==> src/sv/lsh_pkg.sv <==
// Types, constants and the microcode table of the LOD selection block.
`default_nettype none

package lsh_pkg;

   localparam int LEVELS     = 4;
   localparam int CNT_W      = 3;
   localparam int LVL_W      = 2;
   localparam int POS_W      = 16;
   localparam int DIFF_W     = POS_W + 1;
   localparam int BIAS_W     = 16;
   localparam int LIM_W      = 36;
   localparam int HALF_W     = 18;
   localparam int MUL_B_W    = 16;
   localparam int PROD_W     = HALF_W + MUL_B_W;
   localparam int ACC_W      = PROD_W + HALF_W;
   localparam int DIST_W     = 34;
   localparam int STEP_W     = 4;
   localparam int REQ_DATA_W = 7 * POS_W;
   localparam int RSP_DATA_W = 8;
   localparam int CSR_IDX_W  = 3;
   localparam int BIAS_SHIFT = 12;
   localparam int TOL_SHIFT  = 10;

   localparam logic [LIM_W-1:0]   LIMIT_MAX = {LIM_W{1'b1}};
   localparam logic [MUL_B_W-1:0] TOL_NUM   = 16'd1045;
   localparam logic [STEP_W-1:0]  LOOP_STEP = 4'd4;

   typedef enum logic [CSR_IDX_W-1:0] {
      CSR_LEVEL_COUNT = 3'd0,
      CSR_LIMIT0      = 3'd1,
      CSR_LIMIT1      = 3'd2,
      CSR_LIMIT2      = 3'd3,
      CSR_LIMIT3      = 3'd4
   } csr_index_type;

   typedef enum logic [2:0] {
      A_DX, A_DY, A_DZ, A_LIM_LO, A_LIM_HI, A_THR_LO, A_THR_HI
   } a_sel_type;

   typedef enum logic [2:0] {
      B_DX, B_DY, B_DZ, B_BIAS, B_TOL
   } b_sel_type;

   typedef enum logic [2:0] {
      ACC_HOLD, ACC_LOAD, ACC_ADD, ACC_ADD_HI, ACC_DIST, ACC_SAT_BIAS, ACC_SAT_TOL
   } acc_op_type;

   typedef enum logic [2:0] {
      BR_NEXT, BR_XFORM, BR_LEVEL, BR_HYST, BR_CMP
   } branch_type;

   typedef struct packed {
      a_sel_type  a_sel;
      b_sel_type  b_sel;
      acc_op_type acc_op;
      branch_type branch;
   } ucode_type;

   // The multiplier result is registered, so each step consumes the product issued
   // by the step before it while issuing the next one.
   function automatic ucode_type ucode_rom(input logic [STEP_W-1:0] step);
      ucode_type w;
      case (step)
         4'd0:    w = '{A_DX,     B_DX,   ACC_HOLD,     BR_XFORM};
         4'd1:    w = '{A_DY,     B_DY,   ACC_LOAD,     BR_NEXT};
         4'd2:    w = '{A_DZ,     B_DZ,   ACC_ADD,      BR_NEXT};
         4'd3:    w = '{A_DX,     B_DX,   ACC_DIST,     BR_NEXT};
         4'd4:    w = '{A_LIM_LO, B_BIAS, ACC_HOLD,     BR_LEVEL};
         4'd5:    w = '{A_LIM_HI, B_BIAS, ACC_LOAD,     BR_NEXT};
         4'd6:    w = '{A_DX,     B_DX,   ACC_ADD_HI,   BR_NEXT};
         4'd7:    w = '{A_DX,     B_DX,   ACC_SAT_BIAS, BR_NEXT};
         4'd8:    w = '{A_THR_LO, B_TOL,  ACC_HOLD,     BR_HYST};
         4'd9:    w = '{A_THR_HI, B_TOL,  ACC_LOAD,     BR_NEXT};
         4'd10:   w = '{A_DX,     B_DX,   ACC_ADD_HI,   BR_NEXT};
         4'd11:   w = '{A_DX,     B_DX,   ACC_SAT_TOL,  BR_NEXT};
         4'd12:   w = '{A_DX,     B_DX,   ACC_HOLD,     BR_CMP};
         default: w = '{A_DX,     B_DX,   ACC_HOLD,     BR_NEXT};
      endcase
      return w;
   endfunction

endpackage

`default_nettype wire

==> src/sv/lod_select_hysteresis.sv <==
// Distance-based level-of-detail selection with hysteresis, microcoded top level.
//
// Input words arrive on the req_ stream: camera and object positions (signed Q12.4)
// and the bias (Q4.12) in req_tdata, the has-transform flag in req_tuser. Each word
// gives exactly one result word on the rsp_ stream: the level in rsp_tdata and the
// visible flag in rsp_tuser. Levels and squared limits are written on the csr_ port,
// which is always ready and must only be used while the block is idle.
// One item is in work at a time. A step counter walks a 13-entry microcode table
// that drives a single registered 18x16 multiplier and a 52-bit accumulator.
// Without a transform the item finishes at the first step. Otherwise the steps form
// the squared distance, then for each level examined the biased limit, for the
// remembered level also scaled by the tolerance, and a compare; a never-culled level
// accepts at once, and a culled result follows when no level accepts.
// A finished result waits in the output register; a new word is accepted as soon as
// the previous item has finished, even while its result is still stalled. A stall
// of the receiver only holds the sequencer once a second result is ready.
// Reset clears the remembered level, sets the level count to zero and every limit to
// the never-culled value, and empties the output register.
`default_nettype none

module lod_select_hysteresis (
   input  logic                            clock,
   input  logic                            reset,
   input  logic                            req_tvalid,
   output logic                            req_tready,
   // cam_x, cam_y, cam_z, obj_x, obj_y, obj_z, lod_bias
   input  logic [lsh_pkg::REQ_DATA_W-1:0]  req_tdata,
   // has_transform
   input  logic [0:0]                      req_tuser,
   output logic                            rsp_tvalid,
   input  logic                            rsp_tready,
   // level, then zero padding
   output logic [lsh_pkg::RSP_DATA_W-1:0]  rsp_tdata,
   // visible
   output logic [0:0]                      rsp_tuser,
   input  logic                            csr_valid,
   output logic                            csr_ready,
   input  logic [lsh_pkg::CSR_IDX_W-1:0]   csr_index,
   input  logic [lsh_pkg::LIM_W-1:0]       csr_data
);
   import lsh_pkg::*;

   logic [POS_W-1:0]  cam_x_ff, cam_y_ff, cam_z_ff, obj_x_ff, obj_y_ff, obj_z_ff;
   logic [POS_W-1:0]  cam_x_in, cam_y_in, cam_z_in, obj_x_in, obj_y_in, obj_z_in;
   logic [BIAS_W-1:0] bias_ff, bias_in;
   logic              xform_ff, xform_in;
   logic              busy_ff, busy_in;
   logic [STEP_W-1:0] step_ff, step_in;
   logic [CNT_W-1:0]  lvl_ff, lvl_in;
   logic [LVL_W-1:0]  last_ff, last_in;
   logic [PROD_W-1:0] prod_ff, prod_in;
   logic [ACC_W-1:0]  acc_ff, acc_in;
   logic [DIST_W-1:0] dist_ff, dist_in;
   logic [LIM_W-1:0]  thr_ff, thr_in;
   logic              rsp_valid_ff, rsp_valid_in;
   logic [LVL_W-1:0]  rsp_level_ff, rsp_level_in;
   logic              rsp_vis_ff, rsp_vis_in;
   logic [CNT_W-1:0]  level_count_ff, level_count_in;
   logic [LIM_W-1:0]  limit_ff [LEVELS];
   logic [LIM_W-1:0]  limit_in [LEVELS];

   ucode_type           uc;
   logic                req_accept, out_free, advance;
   logic                finish, fin_vis, fin_remember;
   logic [LVL_W-1:0]    fin_level;
   logic [STEP_W-1:0]   next_step;
   logic [CNT_W-1:0]    count_eff;
   logic [LIM_W-1:0]    lim_sel;
   logic                dist_below;
   logic [POS_W-1:0]    mag_x, mag_y, mag_z;
   logic [HALF_W-1:0]   mul_a;
   logic [MUL_B_W-1:0]  mul_b;

   function automatic logic [POS_W-1:0] abs_diff(input logic [POS_W-1:0] a,
                                                 input logic [POS_W-1:0] b);
      logic signed [DIFF_W-1:0] d;
      logic        [DIFF_W-1:0] n;
      d = $signed({a[POS_W-1], a}) - $signed({b[POS_W-1], b});
      n = DIFF_W'(-d);
      return d[DIFF_W-1] ? n[POS_W-1:0] : d[POS_W-1:0];
   endfunction

   function automatic logic [LIM_W-1:0] sat_limit(input logic [ACC_W-1:0] v);
      return (|v[ACC_W-1:LIM_W]) ? LIMIT_MAX : v[LIM_W-1:0];
   endfunction

   assign uc         = ucode_rom(step_ff);
   assign req_tready = !busy_ff;
   assign req_accept = req_tvalid && req_tready;
   assign out_free   = !rsp_valid_ff || rsp_tready;
   assign advance    = busy_ff && !(finish && !out_free);
   assign csr_ready  = 1'b1;

   assign rsp_tvalid = rsp_valid_ff;
   assign rsp_tdata  = RSP_DATA_W'(rsp_level_ff);
   assign rsp_tuser  = rsp_vis_ff;

   assign mag_x      = abs_diff(cam_x_ff, obj_x_ff);
   assign mag_y      = abs_diff(cam_y_ff, obj_y_ff);
   assign mag_z      = abs_diff(cam_z_ff, obj_z_ff);
   assign lim_sel    = limit_ff[lvl_ff[LVL_W-1:0]];
   assign count_eff  = (level_count_ff > CNT_W'(LEVELS)) ? CNT_W'(LEVELS) : level_count_ff;
   assign dist_below = LIM_W'(dist_ff) < thr_ff;

   // Operand selection for the shared multiplier.
   always_comb begin
      case (uc.a_sel)
         A_DX:     mul_a = HALF_W'(mag_x);
         A_DY:     mul_a = HALF_W'(mag_y);
         A_DZ:     mul_a = HALF_W'(mag_z);
         A_LIM_LO: mul_a = lim_sel[HALF_W-1:0];
         A_LIM_HI: mul_a = lim_sel[LIM_W-1:HALF_W];
         A_THR_LO: mul_a = thr_ff[HALF_W-1:0];
         A_THR_HI: mul_a = thr_ff[LIM_W-1:HALF_W];
         default:  mul_a = '0;
      endcase
      case (uc.b_sel)
         B_DX:    mul_b = mag_x;
         B_DY:    mul_b = mag_y;
         B_DZ:    mul_b = mag_z;
         B_BIAS:  mul_b = bias_ff;
         B_TOL:   mul_b = TOL_NUM;
         default: mul_b = '0;
      endcase
      prod_in = PROD_W'(mul_a) * PROD_W'(mul_b);
   end

   // Branch decode: decides whether the item finishes in this step and where to go.
   always_comb begin
      finish       = 1'b0;
      fin_vis      = 1'b1;
      fin_remember = 1'b0;
      fin_level    = lvl_ff[LVL_W-1:0];
      next_step    = step_ff + STEP_W'(1);
      lvl_in       = lvl_ff;
      unique case (uc.branch) inside
         BR_NEXT: ;
         BR_XFORM: begin
            if (!xform_ff) begin
               finish    = 1'b1;
               fin_level = '0;
            end
         end
         BR_LEVEL: begin
            if (lvl_ff >= count_eff) begin
               finish    = 1'b1;
               fin_vis   = 1'b0;
               fin_level = '0;
            end else if (lim_sel == LIMIT_MAX) begin
               finish       = 1'b1;
               fin_remember = 1'b1;
            end
         end
         BR_HYST, BR_CMP: begin
            // The remembered level falls through to the tolerance steps.
            if (uc.branch == BR_CMP || lvl_ff[LVL_W-1:0] != last_ff) begin
               if (dist_below) begin
                  finish       = 1'b1;
                  fin_remember = 1'b1;
               end else begin
                  lvl_in    = lvl_ff + CNT_W'(1);
                  next_step = LOOP_STEP;
               end
            end
         end
         default: ;
      endcase
   end

   // Next values of the item, sequencer, datapath and result registers.
   always_comb begin
      cam_x_in     = cam_x_ff;
      cam_y_in     = cam_y_ff;
      cam_z_in     = cam_z_ff;
      obj_x_in     = obj_x_ff;
      obj_y_in     = obj_y_ff;
      obj_z_in     = obj_z_ff;
      bias_in      = bias_ff;
      xform_in     = xform_ff;
      busy_in      = busy_ff;
      step_in      = step_ff;
      last_in      = last_ff;
      acc_in       = acc_ff;
      dist_in      = dist_ff;
      thr_in       = thr_ff;
      rsp_valid_in = rsp_valid_ff && !rsp_tready;
      rsp_level_in = rsp_level_ff;
      rsp_vis_in   = rsp_vis_ff;

      if (req_accept) begin
         cam_x_in = req_tdata[0*POS_W +: POS_W];
         cam_y_in = req_tdata[1*POS_W +: POS_W];
         cam_z_in = req_tdata[2*POS_W +: POS_W];
         obj_x_in = req_tdata[3*POS_W +: POS_W];
         obj_y_in = req_tdata[4*POS_W +: POS_W];
         obj_z_in = req_tdata[5*POS_W +: POS_W];
         bias_in  = req_tdata[6*POS_W +: BIAS_W];
         xform_in = req_tuser[0];
         busy_in  = 1'b1;
         step_in  = '0;
      end else if (advance) begin
         step_in = next_step;
         case (uc.acc_op)
            ACC_LOAD:     acc_in  = ACC_W'(prod_ff);
            ACC_ADD:      acc_in  = acc_ff + ACC_W'(prod_ff);
            ACC_ADD_HI:   acc_in  = acc_ff + {prod_ff, {HALF_W{1'b0}}};
            ACC_DIST:     dist_in = DIST_W'(acc_ff + ACC_W'(prod_ff));
            ACC_SAT_BIAS: thr_in  = sat_limit(acc_ff >> BIAS_SHIFT);
            ACC_SAT_TOL:  thr_in  = sat_limit(acc_ff >> TOL_SHIFT);
            default: ;
         endcase
         if (finish) begin
            busy_in      = 1'b0;
            rsp_valid_in = 1'b1;
            rsp_level_in = fin_level;
            rsp_vis_in   = fin_vis;
            if (fin_remember) begin
               last_in = fin_level;
            end
         end
      end
   end

   // Register writes.
   always_comb begin
      level_count_in = level_count_ff;
      for (int i = 0; i < LEVELS; i++) begin
         limit_in[i] = limit_ff[i];
      end
      if (csr_valid && csr_ready) begin
         unique case (csr_index) inside
            CSR_LEVEL_COUNT: level_count_in = csr_data[CNT_W-1:0];
            CSR_LIMIT0, CSR_LIMIT1, CSR_LIMIT2, CSR_LIMIT3: begin
               limit_in[LVL_W'(csr_index - CSR_IDX_W'(CSR_LIMIT0))] = csr_data;
            end
            default: ;
         endcase
      end
   end

   always_ff @(posedge clock) begin
      if (reset) begin
         busy_ff        <= 1'b0;
         step_ff        <= '0;
         lvl_ff         <= '0;
         last_ff        <= '0;
         rsp_valid_ff   <= 1'b0;
         level_count_ff <= '0;
         for (int i = 0; i < LEVELS; i++) begin
            limit_ff[i] <= LIMIT_MAX;
         end
      end else begin
         busy_ff        <= busy_in;
         step_ff        <= step_in;
         lvl_ff         <= req_accept ? '0 : (advance ? lvl_in : lvl_ff);
         last_ff        <= last_in;
         rsp_valid_ff   <= rsp_valid_in;
         level_count_ff <= level_count_in;
         for (int i = 0; i < LEVELS; i++) begin
            limit_ff[i] <= limit_in[i];
         end
      end
   end

   always_ff @(posedge clock) begin
      cam_x_ff     <= cam_x_in;
      cam_y_ff     <= cam_y_in;
      cam_z_ff     <= cam_z_in;
      obj_x_ff     <= obj_x_in;
      obj_y_ff     <= obj_y_in;
      obj_z_ff     <= obj_z_in;
      bias_ff      <= bias_in;
      xform_ff     <= xform_in;
      prod_ff      <= advance ? prod_in : prod_ff;
      acc_ff       <= acc_in;
      dist_ff      <= dist_in;
      thr_ff       <= thr_in;
      rsp_level_ff <= rsp_level_in;
      rsp_vis_ff   <= rsp_vis_in;
   end

endmodule

`default_nettype wire

==> config.mk <==
export PLATFORM = sky130hd
export DESIGN_NAME = lod_select_hysteresis
export DESIGN_NICKNAME = d
export VERILOG_FILES = /design/src/sv/lsh_pkg.sv /design/src/sv/lod_select_hysteresis.sv
export SDC_FILE = /design/constraint.sdc
export NUM_CORES = 2
export LEC_CHECK = 0
export BUFFER_PORTS_ARGS = -buffer_cell sky130_fd_sc_hd__clkbuf_2
export CORE_AREA = 2 2 271 273
export DETAILED_ROUTE_END_ITERATION = 10
export DIE_AREA = 0 0 273 275
export PLACE_DENSITY = 0.68
export SLEW_MARGIN = 20
export SYNTH_ARGS = -nofsm -noshare
export SYNTH_HDL_FRONTEND = slang
export SYNTH_SLANG_ARGS = --single-unit
==> constraint.sdc <==
create_clock -name clock -period 12 [get_ports clock]
set_input_delay 1.2 -clock clock [delete_from_list [all_inputs] [get_ports clock]]
set_output_delay 1.2 -clock clock [all_outputs]
set_load 0.05 [all_outputs]
[Yosys cells after proc, flatten, opt, wreduce, memory -nomap -nowiden]
Memory sizes are Yosys's and may differ from the RTL's. A register that Yosys moved wholly into a read port is not among the register bits.
Cells that the tools add are included.
Word-level totals
  bits in registers: 286
  bits in writable memories: 144
  memory bits (read-only): 192
  bits of input ports: 157
  output and inout bits: 12
  logic and storage cells: 151
  memories: 2
Cells by class
  add/sub/neg operators: 11
  multipliers: 1
  $lt $le $gt $ge: 5
  equal/unequal tests: 26
  multiplexer cells: 47
  bitwise operators: 7
  reductions and logical operators: 32
Memories
  (no name shown): words 16, width 12, read ports 1, clocked after Yosys merged registers in 1, wr ports 0, RTL line lsh_pkg.sv:64  | case (step)
  limit_ff: words 4, width 36, read ports 5, clocked after Yosys merged registers in 1, wr ports 4, RTL line lod_select_hysteresis.sv:59  | logic [LIM_W-1:0] limit_ff [LEVELS];
Operators with widths (number)
  $mux W144: 2
  $mux W36: 7
  $pmux W52 S3: 1
  $bwmux W144: 1
  $pmux W18 S7: 1
  $pmux W16 S5: 1
  $demux W36 S2: 1
  $pmux W36 S2: 1
  $add A52 B34 Y52: 1
  $add A52 B52 Y52: 1
  $sub A16 B16 Y17: 3
  $mux W16: 3
  $neg A16 Y16: 3
  $eq A36 B36 Y1 const B: 1
  $lt A34 B36 Y1: 1
  $mul A18 B16 Y34: 1
  $eq A3 B2 Y1 const B: 10
  $eq A3 B3 Y1 const B: 9
  $mux W4: 5
  $mux W1: 16
  $eq A3 B1 Y1 const B: 5
  $reduce_and A3 Y1: 4
  $logic_not A3 Y1: 3
  $mux W2: 4
  other kinds (25): 44

[Depth between registers and ports, before layout]
  depth in word-level cells: 11
  mapped depth: 41
  gate-level depth less buffers: 39

[Least setup slack after synthesis]
Ideal clock, no wire load.
  kind: register -> register
  start: register cam_x_ff[0]
  end: register prod_ff[32] (data pin)
  library setup time: 0.264 ns
  data arrival time: 9.337 ns
  data required time: 11.736 ns
  path slack: 2.399 ns
  cell stages (with the launch flop): 38
  buffers on the path: 2
  period minus slack after synthesis: 9.601 ns
  cells stage by stage: edfxtp_1 -> inv_1 -> ha_1 -> inv_1 -> fa_1 -> a211oi_1 -> o21ai_1 -> a31oi_2 -> o21ai_0 -> and3_1 -> o21ai_1 -> buf_2 -> mux2_2 -> nor2_1 -> o32ai_1 -> a21oi_1 -> clkbuf_1 -> nand2b_1 -> [... 2 more ...] -> inv_1 -> fa_1 -> fa_1 -> fa_1 -> inv_1 -> fa_1 -> inv_1 -> ha_1 -> and3_1 -> and3_1 -> a41o_1 -> o21bai_1 -> a21boi_0 -> o41ai_1 -> o21ai_0 -> o41a_1 -> a221oi_1 -> xnor2_1
Between the ends
  longest elaborated chain between the ends: 5
  elaborated cells on any way between the ends: 6
  classes of those cells: add/sub: 2; mul: 1; mux: 3
Ends and longest elaborated chain
  start: declaration: RTL line lod_select_hysteresis.sv:43  | logic [POS_W-1:0] cam_x_ff, cam_y_ff, cam_z_ff, obj_x_ff, obj_y_ff, obj_z_ff;
  start signal: assignment: RTL line lod_select_hysteresis.sv:266  | cam_x_ff <= cam_x_in;
  $sub A16 B16 Y17 (*): RTL line lod_select_hysteresis.sv:78  | d = $signed({a[POS_W-1], a}) - $signed({b[POS_W-1], b});
  $neg A16 Y16: RTL line lod_select_hysteresis.sv:79  | n = DIFF_W'(-d);
  $mux W16 (*): RTL line lod_select_hysteresis.sv:80  | return d[DIFF_W-1] ? n[POS_W-1:0] : d[POS_W-1:0];
  $pmux W18 S7 or $pmux W16 S5 (tied branches): RTL line lod_select_hysteresis.sv:107, lod_select_hysteresis.sv:117
  $mul A18 B16 Y34 (*): RTL line lod_select_hysteresis.sv:125  | prod_in = PROD_W'(mul_a) * PROD_W'(mul_b);
  via prod_in[32]: RTL line lod_select_hysteresis.sv:51  | logic [PROD_W-1:0] prod_ff, prod_in;
  end signal: assignment: RTL line lod_select_hysteresis.sv:274  | prod_ff <= advance ? prod_in : prod_ff;
  end: declaration: RTL line lod_select_hysteresis.sv:51
The timed path passes the listed nets; every way through them passes the cells marked *.
A chain may end at the register's enable or synchronous reset.

[Worst setup path after layout]
  start: register cam_y_ff[3]
  end: register prod_ff[32] (data pin)
Between the ends
  longest elaborated chain between the ends: 5
  elaborated cells on any way between the ends: 6
  classes of those cells: add/sub: 2; mul: 1; mux: 3
Ends and longest elaborated chain
  start: declaration: RTL line lod_select_hysteresis.sv:43
  start signal: assignment: RTL line lod_select_hysteresis.sv:267  | cam_y_ff <= cam_y_in;
  $sub A16 B16 Y17 (*): RTL line lod_select_hysteresis.sv:78
  $neg A16 Y16: RTL line lod_select_hysteresis.sv:79
  $mux W16 (*): RTL line lod_select_hysteresis.sv:80
  $pmux W18 S7 or $pmux W16 S5 (tied branches): RTL line lod_select_hysteresis.sv:107, lod_select_hysteresis.sv:117
  $mul A18 B16 Y34 (*): RTL line lod_select_hysteresis.sv:125
  via prod_in[32]: RTL line lod_select_hysteresis.sv:51
Marks and branches as above.

==> metrics.md <==
| Metric | Value |
|---|---|
| YS warnings | `0` |
| Largest net degree at the start of global routing | `91` |
| Slew headroom | `0.307` |
| Cell area after layout | `39300 sq um` |
| Full die area | `75100 sq um` |
| Die height | `275 microns` |
| Port bufs | `161` |
| FF-to-FF setup slack | `1020 ps` |
| Async set or reset register ratio after synthesis | `0` |
| Seq cells post-synth | `444` |
| Met3 Track Usage GR | `0.0496` |
| Register area | `11600 sq um` |
| Syn Area/Cell | `9.63 sq um` |
| Global-route wire length before repair | `152000 microns` |
| Hold path cells | `2` |
| DR vias | `28100` |
| Root buffer cell | `clkbuf_16` |
| Hold Crit Start | `limit_ff[2][0]$_SDFFE_PP1P_` |
| Core area | `72300 sq um` |
| Met1 Use GR | `0.357` |
| Critical Path RT | `12310 ps` |
| Critical path arrival | `11290 ps` |
| # rows | `99` |
| Clock Latency Late Sink | `640 ps` |
| CTS max path bufs | `3` |
| Die width | `273 microns` |
| Layer with the highest usage | `met2` |
| DP Wirelength | `74600 microns` |
| Worst r2r src | `cam_y_ff[3]$_DFFE_PP_` |
| Status | `completed` |
| Initial Utilization | `0.494` |
| Top Ports | `169` |
| Final hold vios | `0` |
| Gr usage total | `0.259` |
| Vias in the first global route | `26900` |
| DRC viols | `0` |
| Skew final | `72.6 ps` |
| Clk slew on worst S/H paths | `60 ps` |
| Vias/cell | `5.84` |
| Number of max-cap violations | `0` |
| WL/cell | `20.4 microns` |
| Critical-path top delay cell | `a311oi_1` |
| DRT Pass-1 Iters | `8` |
| Critical Path Max Stage Delay | `660 ps` |
| DRT antenna net count | `0` |
| Filler instances | `6622` |
| Endpoints failing setup | `0` |
| Pins Over Slew Limit | `0` |
| Post-layout util | `0.543` |
| Post-synth top flop | `edfxtp_1` |
| CTS Sinks | `444` |
| Commonest cells after routing, fill and taps aside | `533 x nand2_1, 378 x inv_1, 272 x edfxtp_1` |
| Area Overhead vs Synth | `9.85%` |
| CTS H-tree lvls | `2` |
| CP Launch Type | `register` |
| Hold Buf Count CTS | `0` |
| Placed instance area | `37500 sq um` |
| Cell area after synthesis | `35800 sq um` |
| Fraction of the yosys area taken by sequential cells | `0.325` |
| Crit end category | `register` |
| Tightest Hold Check Type | `register to register` |
| Total Routed Length | `98300 microns` |
| Leading cell type in the layout, fill and taps excluded | `nand2_1` |
| F_max | `91.1 MHz` |
| WHS | `467 ps` |
| GP Congestion | `0.965` |
| Setup CP Type | `register to register` |
| Post-cts sizing count | `0` |
| Nets | `4461` |
| Crit-path max FO | `18` |
| Worst-Margin Slew | `1040 ps` |
| RSZ-0062 raised after global routing | `false` |
| Synth unique cells | `104` |
| Count of flip-flops with a built-in enable after synthesis | `272` |
| Initial antenna violation count | `10` |
| Worst path buffer plus inverter count | `3` |
| Post-synthesis cell count | `3714` |
| CTS tree | `yes` |
| R2r worst-path depth | `32` |
| Final period util | `0.915` |
| Most frequent CP cell | `fa_1` |
| Iteration-0 DRC Markers | `2396` |
| Share of layout cells above drive strength 1 | `0.103` |
| Met2 global-route usage | `0.404` |
| Total CTS buffers | `50` |
| Final min period | `10980 ps` |
| Footprint of the multi-input gates | `22100 sq um` |
| Post-CTS Setup Bufs | `0` |
| GRT overflow | `0` |
| Total negative slack | `0 ps` |
| Worst flop-to-flop path endpoint | `prod_ff[32]$_DFFE_PP_` |
| Min-Delay Endpoint | `limit_ff[2][0]$_SDFFE_PP1P_` |
| CP top delay family | `compound AO/OA/AOI/OAI gates` |
==> logic make-up (layout without fill, tap and decap cells) <==
group / Yosys count / in the layout / synth area share
buffers and inverters: 553 / 684 / 0.0602
AO/OA/AOI/OAI: 691 / 691 / 0.136
adder cells (fa/ha/maj): 493 / 493 / 0.220
multiplexers: 93 / 93 / 0.0409
other: 2 / 10 / 0.000210
AND/OR/NAND/NOR: 1267 / 1267 / 0.177
flip-flops: 444 / 444 / 0.325
XOR/XNOR: 171 / 171 / 0.0421
==> metrics by stage <==
step,instances,worst slack [ps]
floorplan,3719,2400
global placement,4718,1300
detailed placement,4718,1260
CTS,4809,1180
global route,4811,318
finish,4812,1020
==> synth_stat cells (12+ instances only) <==
| library cell | instances | area share |
|---|---|---|
| a2111oi_0 | 12 | 0.0029 |
| a211o_1 | 40 | 0.0098 |
| a211oi_1 | 25 | 0.0052 |
| a21o_1 | 78 | 0.016 |
| a21oi_1 | 137 | 0.019 |
| a22o_1 | 17 | 0.0042 |
| a31oi_1 | 20 | 0.0035 |
| and2_1 | 110 | 0.019 |
| and3_1 | 40 | 0.0070 |
| buf_2 | 19 | 0.0027 |
| clkbuf_1 | 133 | 0.014 |
| dfxtp_1 | 172 | 0.096 |
| edfxtp_1 | 272 | 0.23 |
| fa_1 | 227 | 0.13 |
| ha_1 | 266 | 0.093 |
| inv_1 | 379 | 0.040 |
| mux2i_1 | 47 | 0.013 |
| mux4_2 | 42 | 0.026 |
| nand2_1 | 534 | 0.056 |
| nand2b_1 | 44 | 0.0077 |
| nand3_1 | 60 | 0.0084 |
| nand3b_1 | 112 | 0.024 |
| nand4_1 | 31 | 0.0054 |
| nor2_1 | 150 | 0.016 |
| nor2b_1 | 75 | 0.013 |
| nor3_1 | 42 | 0.0059 |
| o211ai_1 | 19 | 0.0040 |
| o21a_1 | 22 | 0.0046 |
| o21ai_0 | 117 | 0.016 |
| o21bai_1 | 18 | 0.0038 |
| o22a_1 | 34 | 0.0083 |
| o22ai_1 | 26 | 0.0045 |
| or3_1 | 18 | 0.0031 |
| xnor2_1 | 113 | 0.028 |
| xor2_1 | 57 | 0.014 |
==> tightest hold or removal path, stage by stage (launching register included) <==
cell and delay (ps):
dfxtp_1 320, nand2_1 50, nand3b_1 70
==> how the worst max path moves through the flow <==
stage / from / cells past startpoint / slack [ps] / to
after floorplan: cam_x_ff[0]$_DFFE_PP_ / 37 / 2400 / prod_ff[32]$_DFFE_PP_
after global placement: cam_y_ff[3]$_DFFE_PP_ / 32 / 1300 / prod_ff[32]$_DFFE_PP_
after detailed placement: cam_z_ff[0]$_DFFE_PP_ / 35 / 1260 / prod_ff[32]$_DFFE_PP_
after CTS: cam_z_ff[0]$_DFFE_PP_ / 35 / 1180 / prod_ff[32]$_DFFE_PP_
after global routing: cam_y_ff[2]$_DFFE_PP_ / 32 / 320 / prod_ff[32]$_DFFE_PP_
final: cam_y_ff[3]$_DFFE_PP_ / 32 / 1020 / prod_ff[32]$_DFFE_PP_
==> state kept, by name, summed over array words and instances, names as in the netlist, 12 cells and up, named ones only <==
| signal | flops |
|---|---|
| limit_ff | 144 |
| acc_ff | 52 |
| thr_ff | 36 |
| dist_ff | 34 |
| prod_ff | 34 |
| bias_ff | 16 |
| cam_x_ff | 16 |
| cam_y_ff | 16 |
| cam_z_ff | 16 |
| obj_x_ff | 16 |
| obj_y_ff | 16 |
| obj_z_ff | 16 |
| uc | 12 |
==> final cells by class <==
type / count / share of cell area
Antenna cell: 3 / 0.000191
Clock buffer: 62 / 0.0345
Clock inverter: 29 / 0.0108
Inverter: 382 / 0.0365
Multi-Input combinational cell: 2722 / 0.562
Sequential cell: 444 / 0.296
Tap cell: 959 / 0.0305
Timing Repair Buffer: 211 / 0.0301
==> metal layers <==
layer  wire, microns  share of wire
met1           42400           0.43
met2           44500           0.45
met3            7560          0.077
met4            3800          0.039
met5              71        0.00072
Power is left out: the tool's default activity adds up to more than one toggle a clock period on the data nets, which glitch-free logic cannot reach.
